==> src/ring_task_picker_assert.svh <==
// Assertion macros shared by the task picker RTL.
`ifndef RING_TASK_PICKER_ASSERT_SVH
`define RING_TASK_PICKER_ASSERT_SVH

// A condition that holds at every clock edge out of reset.
`define RTP_ASSERT_ALWAYS(label, clk, rst_n, cond) \
    label: assert property (@(posedge clk) disable iff (!rst_n) (cond)) \
        else $error("ring_task_picker: invariant violated");

// A condition that implies another in the same cycle.
`define RTP_ASSERT_IMPLY(label, clk, rst_n, ante, cons) \
    label: assert property (@(posedge clk) disable iff (!rst_n) (ante) |-> (cons)) \
        else $error("ring_task_picker: implication violated");

// A condition that implies another in the following cycle.
`define RTP_ASSERT_NEXT(label, clk, rst_n, ante, cons) \
    label: assert property (@(posedge clk) disable iff (!rst_n) (ante) |=> (cons)) \
        else $error("ring_task_picker: sequence violated");

`endif

==> src/rtp_pkg.sv <==
`default_nettype none

package rtp_pkg;

    // Slot geometry.
    localparam int SLOT_W    = 4;
    localparam int MAX_TASKS = 1 << SLOT_W;
    localparam int STEP_W    = $clog2(MAX_TASKS + 1);

    // Fixed slots.
    localparam logic [SLOT_W-1:0] HK_SLOT   = SLOT_W'(0);
    localparam logic [SLOT_W-1:0] IDLE_SLOT = SLOT_W'(1);

    // Configuration reset values.
    localparam logic [7:0] SLICE_TICKS_RST = 8'd10;
    localparam logic [7:0] HK_INTERVAL_RST = 8'd10;
    localparam logic [7:0] COUNT_MAX       = 8'hFF;

    // Configuration register indexes.
    typedef enum logic
    {
        CFG_SLICE_TICKS = 1'b0,
        CFG_HK_INTERVAL = 1'b1
    } cfg_idx_t;

    // Operation codes.
    typedef enum logic [2:0]
    {
        OP_TICK    = 3'd0,
        OP_YIELD   = 3'd1,
        OP_PREEMPT = 3'd2,
        OP_ADD     = 3'd3,
        OP_SET     = 3'd4,
        OP_REMOVE  = 3'd5
    } op_t;

    // Task run states.
    typedef enum logic [2:0]
    {
        TS_READY   = 3'd0,
        TS_RUNNING = 3'd1,
        TS_BLOCKED = 3'd2,
        TS_ZOMBIE  = 3'd3,
        TS_STOPPED = 3'd4
    } task_state_t;

    // Result status codes.
    typedef enum logic [1:0]
    {
        RES_DONE    = 2'd0,
        RES_NOCHG   = 2'd1,
        RES_REFUSED = 2'd2
    } res_t;

    // One entry of the link memory: user flag and ring successor.
    typedef struct packed
    {
        logic              user;
        logic [SLOT_W-1:0] link;
    } link_ent_t;

    // Sequencer states.
    typedef enum logic [12:0]
    {
        S_IDLE      = 13'b0000000000001,
        S_SEL_START = 13'b0000000000010,
        S_SEL_WALK  = 13'b0000000000100,
        S_DECIDE    = 13'b0000000001000,
        S_SW_PREV   = 13'b0000000010000,
        S_SW_NEXT   = 13'b0000000100000,
        S_ADD_CUR   = 13'b0000001000000,
        S_ADD_LINK  = 13'b0000010000000,
        S_SET_WR    = 13'b0000100000000,
        S_RM_WALK   = 13'b0001000000000,
        S_RM_SLOT   = 13'b0010000000000,
        S_RM_CLR    = 13'b0100000000000,
        S_RESULT    = 13'b1000000000000
    } fsm_t;

    // A task may be picked when it is ready or already running.
    function automatic logic runnable(input task_state_t s);
        return (s == TS_READY) || (s == TS_RUNNING);
    endfunction

endpackage

`default_nettype wire

==> src/ring_task_picker.sv <==
`default_nettype none

// Round-robin task picker over a ring of sixteen task slots. Slot 0 is the
// housekeeping task and runs after reset; slot 1 is the idle task. One input
// word is one operation (tick, yield, preemption check, add, set state,
// remove) and gives exactly one result word. Run states and ring links live
// in two synchronous memories, each with one write port and one read port; a
// sequencer reads one ring link per cycle as a yield, a preemption check or a
// remove walks the ring. A result waits in S_RESULT while the output
// register is still full. One word is worked on at a time; a finished result
// waits in the output register while the next word is taken. Configuration
// writes are always ready.
module ring_task_picker
(
    input  wire logic                      clk,
    input  wire logic                      rst_n,
    // Operation channel.
    input  wire logic                      in_valid,
    output logic                           in_stall,
    input  wire logic [2:0]                opcode,
    input  wire logic [rtp_pkg::SLOT_W-1:0] task_slot,
    input  wire logic                      user_task,
    input  wire logic [2:0]                new_state,
    // Result channel.
    output logic                           out_valid,
    input  wire logic                      out_stall,
    output logic                           switched,
    output logic [rtp_pkg::SLOT_W-1:0]     prev_task,
    output logic [rtp_pkg::SLOT_W-1:0]     running_task,
    output logic [1:0]                     status,
    // Configuration write channel.
    input  wire logic                      cfg_valid,
    output logic                           cfg_ready,
    input  wire logic                      cfg_index,
    input  wire logic [7:0]                cfg_data
);

    import rtp_pkg::*;

    // Memories and their read side.
    task_state_t             state_mem [MAX_TASKS];
    link_ent_t               link_mem  [MAX_TASKS];
    task_state_t             st_rdata_reg;
    link_ent_t               ln_rdata_reg;
    logic                    st_seen_rd_reg;
    logic                    ln_seen_rd_reg;
    logic [SLOT_W-1:0]       rd_addr_reg;
    logic [MAX_TASKS-1:0]    st_seen_reg;
    logic [MAX_TASKS-1:0]    ln_seen_reg;

    // Memory access controls.
    logic [SLOT_W-1:0]       rd_addr;
    logic                    st_we;
    logic [SLOT_W-1:0]       st_waddr;
    task_state_t             st_wdata;
    logic                    ln_we;
    logic [SLOT_W-1:0]       ln_waddr;
    link_ent_t               ln_wdata;
    task_state_t             rd_state;
    link_ent_t               rd_ent;

    // Control and working registers.
    fsm_t                    fsm_reg, fsm_next;
    logic [SLOT_W-1:0]       current_reg, current_next;
    logic [7:0]              slice_cnt_reg, slice_cnt_next;
    logic [7:0]              yield_cnt_reg, yield_cnt_next;
    logic [7:0]              slice_ticks_reg, slice_ticks_next;
    logic [7:0]              hk_interval_reg, hk_interval_next;
    logic [MAX_TASKS-1:0]    valid_reg, valid_next;
    op_t                     op_reg, op_next;
    logic [SLOT_W-1:0]       slot_reg, slot_next;
    logic                    user_reg, user_next;
    logic [2:0]              nst_reg, nst_next;
    logic [SLOT_W-1:0]       prev_reg, prev_next;
    res_t                    status_reg, status_next;
    logic [SLOT_W-1:0]       it_reg, it_next;
    logic [STEP_W-1:0]       steps_reg, steps_next;
    task_state_t             start_state_reg, start_state_next;
    logic                    hk_seen_reg, hk_seen_next;
    logic                    idle_seen_reg, idle_seen_next;
    logic                    found_reg, found_next;
    logic [SLOT_W-1:0]       nx_reg, nx_next;
    logic                    hold_user_reg, hold_user_next;
    logic                    out_valid_reg, out_valid_next;
    logic                    out_switched_reg, out_switched_next;
    logic [SLOT_W-1:0]       out_prev_reg, out_prev_next;
    logic [SLOT_W-1:0]       out_running_reg, out_running_next;
    res_t                    out_status_reg, out_status_next;

    // Pick logic.
    logic [SLOT_W-1:0]       sel_pick;
    logic                    sel_clr_yield;
    logic                    sel_switch;

    // Synchronous memories with a registered read.
    always_ff @(posedge clk)
    begin
        if (st_we)
        begin
            state_mem[st_waddr] <= st_wdata;
        end
        if (ln_we)
        begin
            link_mem[ln_waddr] <= ln_wdata;
        end
        st_rdata_reg   <= state_mem[rd_addr];
        ln_rdata_reg   <= link_mem[rd_addr];
        st_seen_rd_reg <= st_seen_reg[rd_addr];
        ln_seen_rd_reg <= ln_seen_reg[rd_addr];
        rd_addr_reg    <= rd_addr;
    end

    // An entry never written reads as its reset value.
    always_comb
    begin
        rd_state = st_seen_rd_reg ? st_rdata_reg
                 : ((rd_addr_reg == HK_SLOT) ? TS_RUNNING : TS_READY);
        rd_ent.user = ln_seen_rd_reg ? ln_rdata_reg.user : 1'b0;
        rd_ent.link = ln_seen_rd_reg ? ln_rdata_reg.link
                    : ((rd_addr_reg == HK_SLOT) ? IDLE_SLOT : HK_SLOT);
    end

    // Choose the next task once the ring walk is over.
    always_comb
    begin
        sel_pick      = current_reg;
        sel_clr_yield = 1'b0;
        priority if (found_reg)
        begin
            sel_pick      = nx_reg;
            sel_clr_yield = 1'b1;
        end
        else if (hk_seen_reg && (yield_cnt_reg >= hk_interval_reg))
        begin
            sel_pick      = HK_SLOT;
            sel_clr_yield = 1'b1;
        end
        else if ((current_reg != HK_SLOT) && (current_reg != IDLE_SLOT)
                 && runnable(start_state_reg))
        begin
            sel_pick = current_reg;
        end
        else if (hk_seen_reg)
        begin
            sel_pick = HK_SLOT;
        end
        else if (idle_seen_reg)
        begin
            sel_pick = IDLE_SLOT;
        end
        else
        begin
            sel_pick = current_reg;
        end
        // A preemption check never drops a busy task for the idle task.
        sel_switch = (sel_pick != current_reg)
                   && ((op_reg == OP_YIELD) || (sel_pick != IDLE_SLOT)
                       || (current_reg == IDLE_SLOT));
    end

    // Sequencer.
    always_comb
    begin
        fsm_next          = fsm_reg;
        current_next      = current_reg;
        slice_cnt_next    = slice_cnt_reg;
        yield_cnt_next    = yield_cnt_reg;
        slice_ticks_next  = slice_ticks_reg;
        hk_interval_next  = hk_interval_reg;
        valid_next        = valid_reg;
        op_next           = op_reg;
        slot_next         = slot_reg;
        user_next         = user_reg;
        nst_next          = nst_reg;
        prev_next         = prev_reg;
        status_next       = status_reg;
        it_next           = it_reg;
        steps_next        = steps_reg;
        start_state_next  = start_state_reg;
        hk_seen_next      = hk_seen_reg;
        idle_seen_next    = idle_seen_reg;
        found_next        = found_reg;
        nx_next           = nx_reg;
        hold_user_next    = hold_user_reg;
        out_valid_next    = out_valid_reg && out_stall;
        out_switched_next = out_switched_reg;
        out_prev_next     = out_prev_reg;
        out_running_next  = out_running_reg;
        out_status_next   = out_status_reg;
        rd_addr           = current_reg;
        st_we             = 1'b0;
        st_waddr          = current_reg;
        st_wdata          = TS_READY;
        ln_we             = 1'b0;
        ln_waddr          = current_reg;
        ln_wdata.user     = hold_user_reg;
        ln_wdata.link     = slot_reg;

        // Configuration writes.
        if (cfg_valid)
        begin
            unique case (cfg_idx_t'(cfg_index))
                CFG_SLICE_TICKS: slice_ticks_next = cfg_data;
                CFG_HK_INTERVAL: hk_interval_next = cfg_data;
            endcase
        end

        unique case (fsm_reg)
            S_IDLE:
            begin
                // The current slot is read every idle cycle for the next word.
                if (in_valid)
                begin
                    op_next    = op_t'(opcode);
                    slot_next  = task_slot;
                    user_next  = user_task;
                    nst_next   = new_state;
                    prev_next  = current_reg;
                    it_next    = current_reg;
                    steps_next = '0;
                    fsm_next   = S_RESULT;
                    unique case (op_t'(opcode))
                        OP_TICK:
                        begin
                            if (slice_cnt_reg != COUNT_MAX)
                            begin
                                slice_cnt_next = slice_cnt_reg + 8'd1;
                            end
                            status_next = RES_DONE;
                        end
                        OP_YIELD:
                        begin
                            slice_cnt_next = '0;
                            if (yield_cnt_reg != COUNT_MAX)
                            begin
                                yield_cnt_next = yield_cnt_reg + 8'd1;
                            end
                            fsm_next = S_SEL_START;
                        end
                        OP_PREEMPT:
                        begin
                            if (slice_cnt_reg < slice_ticks_reg)
                            begin
                                status_next = RES_NOCHG;
                            end
                            else
                            begin
                                slice_cnt_next = '0;
                                fsm_next       = S_SEL_START;
                            end
                        end
                        OP_ADD:
                        begin
                            if (valid_reg[task_slot])
                            begin
                                status_next = RES_REFUSED;
                            end
                            else
                            begin
                                fsm_next = S_ADD_CUR;
                            end
                        end
                        OP_SET:
                        begin
                            if (!valid_reg[task_slot] || (new_state > TS_STOPPED))
                            begin
                                status_next = RES_REFUSED;
                            end
                            else
                            begin
                                fsm_next = S_SET_WR;
                            end
                        end
                        OP_REMOVE:
                        begin
                            if (!valid_reg[task_slot] || (task_slot == current_reg)
                                || (task_slot == HK_SLOT) || (task_slot == IDLE_SLOT))
                            begin
                                status_next = RES_REFUSED;
                            end
                            else
                            begin
                                fsm_next = S_RM_WALK;
                            end
                        end
                        default:
                        begin
                            status_next = RES_NOCHG;
                        end
                    endcase
                end
            end

            S_SEL_START:
            begin
                // The current slot's entry is here; start the walk at its link.
                start_state_next = rd_state;
                hk_seen_next     = (current_reg == HK_SLOT) && runnable(rd_state);
                idle_seen_next   = 1'b0;
                found_next       = 1'b0;
                it_next          = rd_ent.link;
                steps_next       = '0;
                rd_addr          = rd_ent.link;
                fsm_next         = S_SEL_WALK;
            end

            S_SEL_WALK:
            begin
                // One ring link per cycle; the entry of it_reg is here.
                if ((it_reg == current_reg) || (steps_reg == STEP_W'(MAX_TASKS)))
                begin
                    fsm_next = S_DECIDE;
                end
                else if (runnable(rd_state) && (it_reg != HK_SLOT)
                         && (it_reg != IDLE_SLOT))
                begin
                    found_next = 1'b1;
                    nx_next    = it_reg;
                    fsm_next   = S_DECIDE;
                end
                else
                begin
                    if (runnable(rd_state) && (it_reg == IDLE_SLOT))
                    begin
                        idle_seen_next = 1'b1;
                    end
                    if (runnable(rd_state) && (it_reg == HK_SLOT))
                    begin
                        hk_seen_next = 1'b1;
                    end
                    it_next    = rd_ent.link;
                    steps_next = steps_reg + STEP_W'(1);
                    rd_addr    = rd_ent.link;
                end
            end

            S_DECIDE:
            begin
                if (sel_clr_yield)
                begin
                    yield_cnt_next = '0;
                end
                if (sel_switch)
                begin
                    nx_next  = sel_pick;
                    fsm_next = S_SW_PREV;
                end
                else
                begin
                    status_next = RES_NOCHG;
                    fsm_next    = S_RESULT;
                end
            end

            S_SW_PREV:
            begin
                // The outgoing task goes back to ready unless it is a zombie.
                st_we    = (start_state_reg != TS_ZOMBIE);
                st_waddr = current_reg;
                st_wdata = TS_READY;
                fsm_next = S_SW_NEXT;
            end

            S_SW_NEXT:
            begin
                st_we        = 1'b1;
                st_waddr     = nx_reg;
                st_wdata     = TS_RUNNING;
                current_next = nx_reg;
                status_next  = RES_DONE;
                fsm_next     = S_RESULT;
            end

            S_ADD_CUR:
            begin
                // New slot takes over the current slot's successor.
                ln_we                = 1'b1;
                ln_waddr             = slot_reg;
                ln_wdata.user        = user_reg;
                ln_wdata.link        = rd_ent.link;
                st_we                = 1'b1;
                st_waddr             = slot_reg;
                st_wdata             = TS_READY;
                valid_next[slot_reg] = 1'b1;
                hold_user_next       = rd_ent.user;
                fsm_next             = S_ADD_LINK;
            end

            S_ADD_LINK:
            begin
                ln_we         = 1'b1;
                ln_waddr      = current_reg;
                ln_wdata.user = hold_user_reg;
                ln_wdata.link = slot_reg;
                status_next   = RES_DONE;
                fsm_next      = S_RESULT;
            end

            S_SET_WR:
            begin
                st_we       = 1'b1;
                st_waddr    = slot_reg;
                st_wdata    = task_state_t'(nst_reg);
                status_next = RES_DONE;
                fsm_next    = S_RESULT;
            end

            S_RM_WALK:
            begin
                // Search for the predecessor of the slot being removed.
                if (rd_ent.link == slot_reg)
                begin
                    hold_user_next = rd_ent.user;
                    rd_addr        = slot_reg;
                    fsm_next       = S_RM_SLOT;
                end
                else if ((rd_ent.link == current_reg)
                         || (steps_reg == STEP_W'(MAX_TASKS)))
                begin
                    valid_next[slot_reg] = 1'b0;
                    status_next          = RES_DONE;
                    fsm_next             = S_RESULT;
                end
                else
                begin
                    it_next    = rd_ent.link;
                    steps_next = steps_reg + STEP_W'(1);
                    rd_addr    = rd_ent.link;
                end
            end

            S_RM_SLOT:
            begin
                // Predecessor skips over the removed slot.
                ln_we          = 1'b1;
                ln_waddr       = it_reg;
                ln_wdata.user  = hold_user_reg;
                ln_wdata.link  = rd_ent.link;
                hold_user_next = rd_ent.user;
                fsm_next       = S_RM_CLR;
            end

            S_RM_CLR:
            begin
                ln_we                = 1'b1;
                ln_waddr             = slot_reg;
                ln_wdata.user        = hold_user_reg;
                ln_wdata.link        = HK_SLOT;
                valid_next[slot_reg] = 1'b0;
                status_next          = RES_DONE;
                fsm_next             = S_RESULT;
            end

            S_RESULT:
            begin
                // Hand the word over once the output register is free.
                if (!out_valid_reg || !out_stall)
                begin
                    out_valid_next    = 1'b1;
                    out_switched_next = (current_reg != prev_reg);
                    out_prev_next     = prev_reg;
                    out_running_next  = current_reg;
                    out_status_next   = status_reg;
                    fsm_next          = S_IDLE;
                end
            end

            default:
            begin
                fsm_next = S_IDLE;
            end
        endcase
    end

    // Control and working registers.
    always_ff @(posedge clk or negedge rst_n)
    begin
        if (!rst_n)
        begin
            fsm_reg          <= S_IDLE;
            current_reg      <= HK_SLOT;
            slice_cnt_reg    <= '0;
            yield_cnt_reg    <= '0;
            slice_ticks_reg  <= SLICE_TICKS_RST;
            hk_interval_reg  <= HK_INTERVAL_RST;
            valid_reg        <= MAX_TASKS'(3);
            st_seen_reg      <= '0;
            ln_seen_reg      <= '0;
            out_valid_reg    <= 1'b0;
            op_reg           <= OP_TICK;
            slot_reg         <= '0;
            user_reg         <= 1'b0;
            nst_reg          <= '0;
            prev_reg         <= '0;
            status_reg       <= RES_NOCHG;
            it_reg           <= '0;
            steps_reg        <= '0;
            start_state_reg  <= TS_READY;
            hk_seen_reg      <= 1'b0;
            idle_seen_reg    <= 1'b0;
            found_reg        <= 1'b0;
            nx_reg           <= '0;
            hold_user_reg    <= 1'b0;
            out_switched_reg <= 1'b0;
            out_prev_reg     <= '0;
            out_running_reg  <= '0;
            out_status_reg   <= RES_NOCHG;
        end
        else
        begin
            fsm_reg          <= fsm_next;
            current_reg      <= current_next;
            slice_cnt_reg    <= slice_cnt_next;
            yield_cnt_reg    <= yield_cnt_next;
            slice_ticks_reg  <= slice_ticks_next;
            hk_interval_reg  <= hk_interval_next;
            valid_reg        <= valid_next;
            if (st_we)
            begin
                st_seen_reg[st_waddr] <= 1'b1;
            end
            if (ln_we)
            begin
                ln_seen_reg[ln_waddr] <= 1'b1;
            end
            out_valid_reg    <= out_valid_next;
            op_reg           <= op_next;
            slot_reg         <= slot_next;
            user_reg         <= user_next;
            nst_reg          <= nst_next;
            prev_reg         <= prev_next;
            status_reg       <= status_next;
            it_reg           <= it_next;
            steps_reg        <= steps_next;
            start_state_reg  <= start_state_next;
            hk_seen_reg      <= hk_seen_next;
            idle_seen_reg    <= idle_seen_next;
            found_reg        <= found_next;
            nx_reg           <= nx_next;
            hold_user_reg    <= hold_user_next;
            out_switched_reg <= out_switched_next;
            out_prev_reg     <= out_prev_next;
            out_running_reg  <= out_running_next;
            out_status_reg   <= out_status_next;
        end
    end

    // Ports.
    assign in_stall     = (fsm_reg != S_IDLE);
    assign cfg_ready    = 1'b1;
    assign out_valid    = out_valid_reg;
    assign switched     = out_switched_reg;
    assign prev_task    = out_prev_reg;
    assign running_task = out_running_reg;
    assign status       = out_status_reg;

    // Checks.
    `include "ring_task_picker_assert.svh"

    `RTP_ASSERT_ALWAYS(a_fixed_slots_valid, clk, rst_n, valid_reg[HK_SLOT] && valid_reg[IDLE_SLOT])
    `RTP_ASSERT_ALWAYS(a_current_valid, clk, rst_n, valid_reg[current_reg])
    `RTP_ASSERT_IMPLY(a_no_write_in_walk, clk, rst_n, (fsm_reg == S_SEL_WALK) || (fsm_reg == S_RM_WALK), !st_we && !ln_we)
    `RTP_ASSERT_NEXT(a_switch_moves_current, clk, rst_n, fsm_reg == S_SW_NEXT, (fsm_reg == S_RESULT) && (current_reg != prev_reg))
    `RTP_ASSERT_IMPLY(a_switch_is_done, clk, rst_n, out_valid && switched, status == RES_DONE)

endmodule

`default_nettype wire

==> config.mk <==
export PLATFORM = sky130hd
export DESIGN_NAME = ring_task_picker
export DESIGN_NICKNAME = d
export VERILOG_FILES = /design/src/rtp_pkg.sv /design/src/ring_task_picker.sv
export VERILOG_INCLUDE_DIRS = /design/src /design/src/src
export SDC_FILE = /design/constraint.sdc
export NUM_CORES = 1
export LEC_CHECK = 0
export BUFFER_PORTS_ARGS = -buffer_cell sky130_fd_sc_hd__buf_2
export CORE_ASPECT_RATIO = 1.1
export CORE_UTILIZATION = 67
export DETAILED_ROUTE_END_ITERATION = 6
export MAX_ROUTING_LAYER = met4
export PLACE_DENSITY = 0.93
export SYNTH_ARGS = -nofsm -noshare
export SYNTH_HDL_FRONTEND = slang
export SYNTH_SLANG_ARGS = --single-unit
==> constraint.sdc <==
create_clock -name clk -period 5.9 [get_ports clk]
set_input_delay 1.77 -clock clk [delete_from_list [all_inputs] [get_ports clk]]
set_output_delay 1.77 -clock clk [all_outputs]
set_load 0.02 [all_outputs]
==> qor.yml <==
finish:
  n_fill_cell: 1181
  nNetsFinal: 1200
  antenna_cells: 0
  final_layout_size_suffix_gt1_share_pct: 15.3
  syn_to_final_growth_pct: 8.32
  largest_reg_flops: 64
  reg_top3: "link_mem: 64 flops, state_mem: 48 flops"
  top_register: "link_mem"
synthesis:
  ys_async_sr_fraction_pct: 53.5
  synth_compound_area_share_pct: 11.3
  synth_area_per_cell_um2: 11.5
  syn_nets: 1181
  ys_ff_latch: 269
  synth-seq-area-share_pct: 55.5
  synthMuxAreaShare_pct: 10.4
  netlist_area_um2: 13000
  synth-xor-area-share_pct: 1.61
  synth_top_cell_by_area: "dfrtp_1"
  synth_simple_gate_area_share_pct: 16.2
  synth.top_cell.area_share_pct: 25.9
  synth_cells: 1137
  synth_area_leaders: "dfrtp_1 26%, edfxtp_1 26%, mux2i_1 4.7%"
  yosysWarnings: 0
  yosys_most_used_dff: "dfrtp_1"
  synth_edf_count: 112
  synth_top_family_by_area: "simple AND/OR/NAND/NOR gates"
  synth_fa_ha_area_share_pct: 1.82
  synth.distinct_cells: 88
timing:
  relSlewSlack_pct: 29.7
  slew_viol_final: 0
  worst_slew_pin_slew_ns: 1.05
  finClkSkew_ns: 0.0126
  setup_viol: 0
  timing.fmax_mhz: 229
  period_share_pct: 74.0
  setup_tns_ns: 0
  hold_viol: 0
  rsz0062_at_grt: "no"
  period_needed_ns: 4.36
  setup_slack_ns: 1.54
worst_setup_path:
  crit_start: "current_reg[1]"
  cp_data_arrival_time_ns: 4.84
  worstPathMaxFanout: 22
  ff2ff_path_depth: 9
  cp-endpoint: "ln_rdata_reg[0]"
  critPathKind: "flip-flop to flip-flop"
  reg2reg_slack_ns: 1.54
  path_depth: 9
  reg2reg_to: "ln_rdata_reg[0]"
  reg2reg_from: "current_reg[1]"
  critical_path.cell_chain: "xnor2_1, a41oi_1, and4_1, nand4b_1, and3_1, and3_1, nand2_1, o2111ai_1, and4_1"
  cp_num_buf_inv: 0
  cp.required_ns: 6.37
  crit_family: "simple AND/OR/NAND/NOR gates"
  end_kind: "flip-flop"
  startpoint_type: "flip-flop"
  cpPeakStageDelay_ns: 0.92
  crit_slowest_cell: "dfrtp_1"
die:
  row_count: 53
  dieArea_um2: 20000
  pin_count: 39
  die_h_um: 148
  die_x_um: 135
  core_area_um2: 19100
  start_util_pct: 68.3
detailed_routing:
  drc: 0
  routedWlPerCell_um: 21.6
  drtIter0Drc: 1069
  drt-vias-per-instance: 6.68
  wl_um: 30800
  ant_nets: 0
  dr.pass1.iters: 6
  vias: 9508
clock_network:
  cts_tree: "built"
  postCtsSetupBuffers: 0
  clkLatencyLatePin_ns: 0.53
  path_clk_slew_ns: 0.07
  clock_sinks: 269
  cts_buffers: 26
  cts_hold_buf: 0
  clockBufferDepth: 3
  cts_htree_levels: 1
  cts_resized: 0
  cts_root_buf: "clkbuf_16"
global_route:
  grt_max_degree: 59
  antenna_found_initial: 0
  grt_pass1_vias: 9583
  track_usage_pct: 32.9
  overflow: 0
  grt_pass1_wl_um: 49400
job:
  max_cap_viol_count: 0
power_and_ir_drop:
  power_density_nw_per_um2: 334
  power_uw: 4710
  irDropWorstVdd_v: 0.000227
  p_leak_uw: 0.00577
placed_design:
  port_buffers: 36
  pre_cts_ws_ns: 1.53
  post-dp-hpwl_um: 20400
  gp_congestion: 0.920
hold_path:
  hp-start: "st_seen_reg[13]"
  hold_class: "flip-flop to flip-flop"
outcome:
  status: "completed"
-- synthesized netlist by cell type, types with 8 or more instances --
| cell | number |
|---|---|
| nand3_1 | 25 |
| and2_1 | 8 |
| edfxtp_1 | 112 |
| xnor2_1 | 16 |
| or2_1 | 15 |
| ha_1 | 19 |
| o21ai_0 | 55 |
| inv_1 | 33 |
| nand2b_1 | 19 |
| clkbuf_1 | 25 |
| dfrtp_1 | 135 |
| nand2_1 | 128 |
| nor4_1 | 13 |
| a21oi_1 | 23 |
| nor3_1 | 24 |
| xor2_1 | 8 |
| o21bai_1 | 18 |
| nand4_1 | 9 |
| dfxtp_1 | 13 |
| o2111ai_1 | 19 |
| nor2_1 | 90 |
| mux2_2 | 54 |
| a22oi_1 | 28 |
| and4_1 | 11 |
| nor2b_1 | 8 |
| mux2i_1 | 61 |
| buf_2 | 9 |
| and3_1 | 16 |
| dfstp_2 | 9 |
-- report_power, final --
group | switching (µW) | leakage, µW | internal (µW)
clock network | 705 | 0.000397 | 867
registers | 180 | 0.00316 | 2160
logic | 500 | 0.00222 | 303
-- cell type report --
| cell class | count | area (µm²) | share of cell area (%) |
|---|---|---|---|
| Multi-Input combinational cell | 781 | 5400 | 38.2 |
| Tap cell | 247 | 309 | 2.19 |
| Clock buffer | 35 | 724 | 5.13 |
| Timing Repair Buffer | 42 | 231 | 1.64 |
| Clock inverter | 13 | 85.1 | 0.602 |
| Sequential cell | 269 | 7240 | 51.3 |
| Inverter | 36 | 135 | 0.957 |
-- routing by layer --
metal | GRT usage (%) | wire length [µm] | vias up | part of all wire (%)
met5 | - | 0 | - | 0
met4 | 14.4 | 1320 | 0 | 4.3
met3 | 5.15 | 2620 | 124 | 8.5
met2 | 54.1 | 15300 | 520 | 50
met1 | 40.4 | 11500 | 4654 | 37
li1 | - | - | 4210 | -
-- worst min path at each step --
stage	depth (start not counted)	slack, ns	endpoint
CTS	1	0.47	st_seen_reg[13]
floorplan	1	0.43	st_seen_reg[0]
detailed placement	1	0.45	st_seen_reg[8]
global placement	1	0.45	st_seen_reg[11]
finish	1	0.46	st_seen_reg[13]
global route	1	0.49	ln_seen_reg[1]
-- per-stage QoR --
stage	instance area [µm²]	util, %	hold WS, ns	instances
global route	14100	73.9	0.485	1423
CTS	14100	73.9	0.467	1423
floorplan	13000	-	0.433	1137
finish	14100	73.9	0.462	1423
global placement	13300	69.7	0.448	1375
detailed placement	13300	69.7	0.451	1375
-- layout by cell type, fill, tap and decap left out, types with 23 or more instances in the layout --
master / instances
inv_1: 33
mux2_2: 54
a22oi_1: 28
nand3_1: 25
o21ai_0: 55
nand2_1: 128
nor2_1: 90
dfrtp_1: 135
buf_2: 35
clkbuf_16: 26
mux2i_1: 61
edfxtp_1: 112
a21oi_1: 23
nor3_1: 24
-- logic make-up (layout without fill, tap and decap cells) --
group,Yosys count,in the layout
simple gates,411,411
flops,269,269
compound gates,205,205
mux,121,121
buf+inv,87,126
xor+xnor,24,24
fa+ha+maj,19,19
other cells,1,1
-- worst reg2reg max path: cells and delay by family, from the launching register on --
kind	cells	cell delay, ns
xor gates and xnor gates	1	0.16
DFF	1	0.92
and+or+nand+nor	6	2.66
AOI/OAI and AO/OA	2	0.57
(Power assumes the default switching activity.)
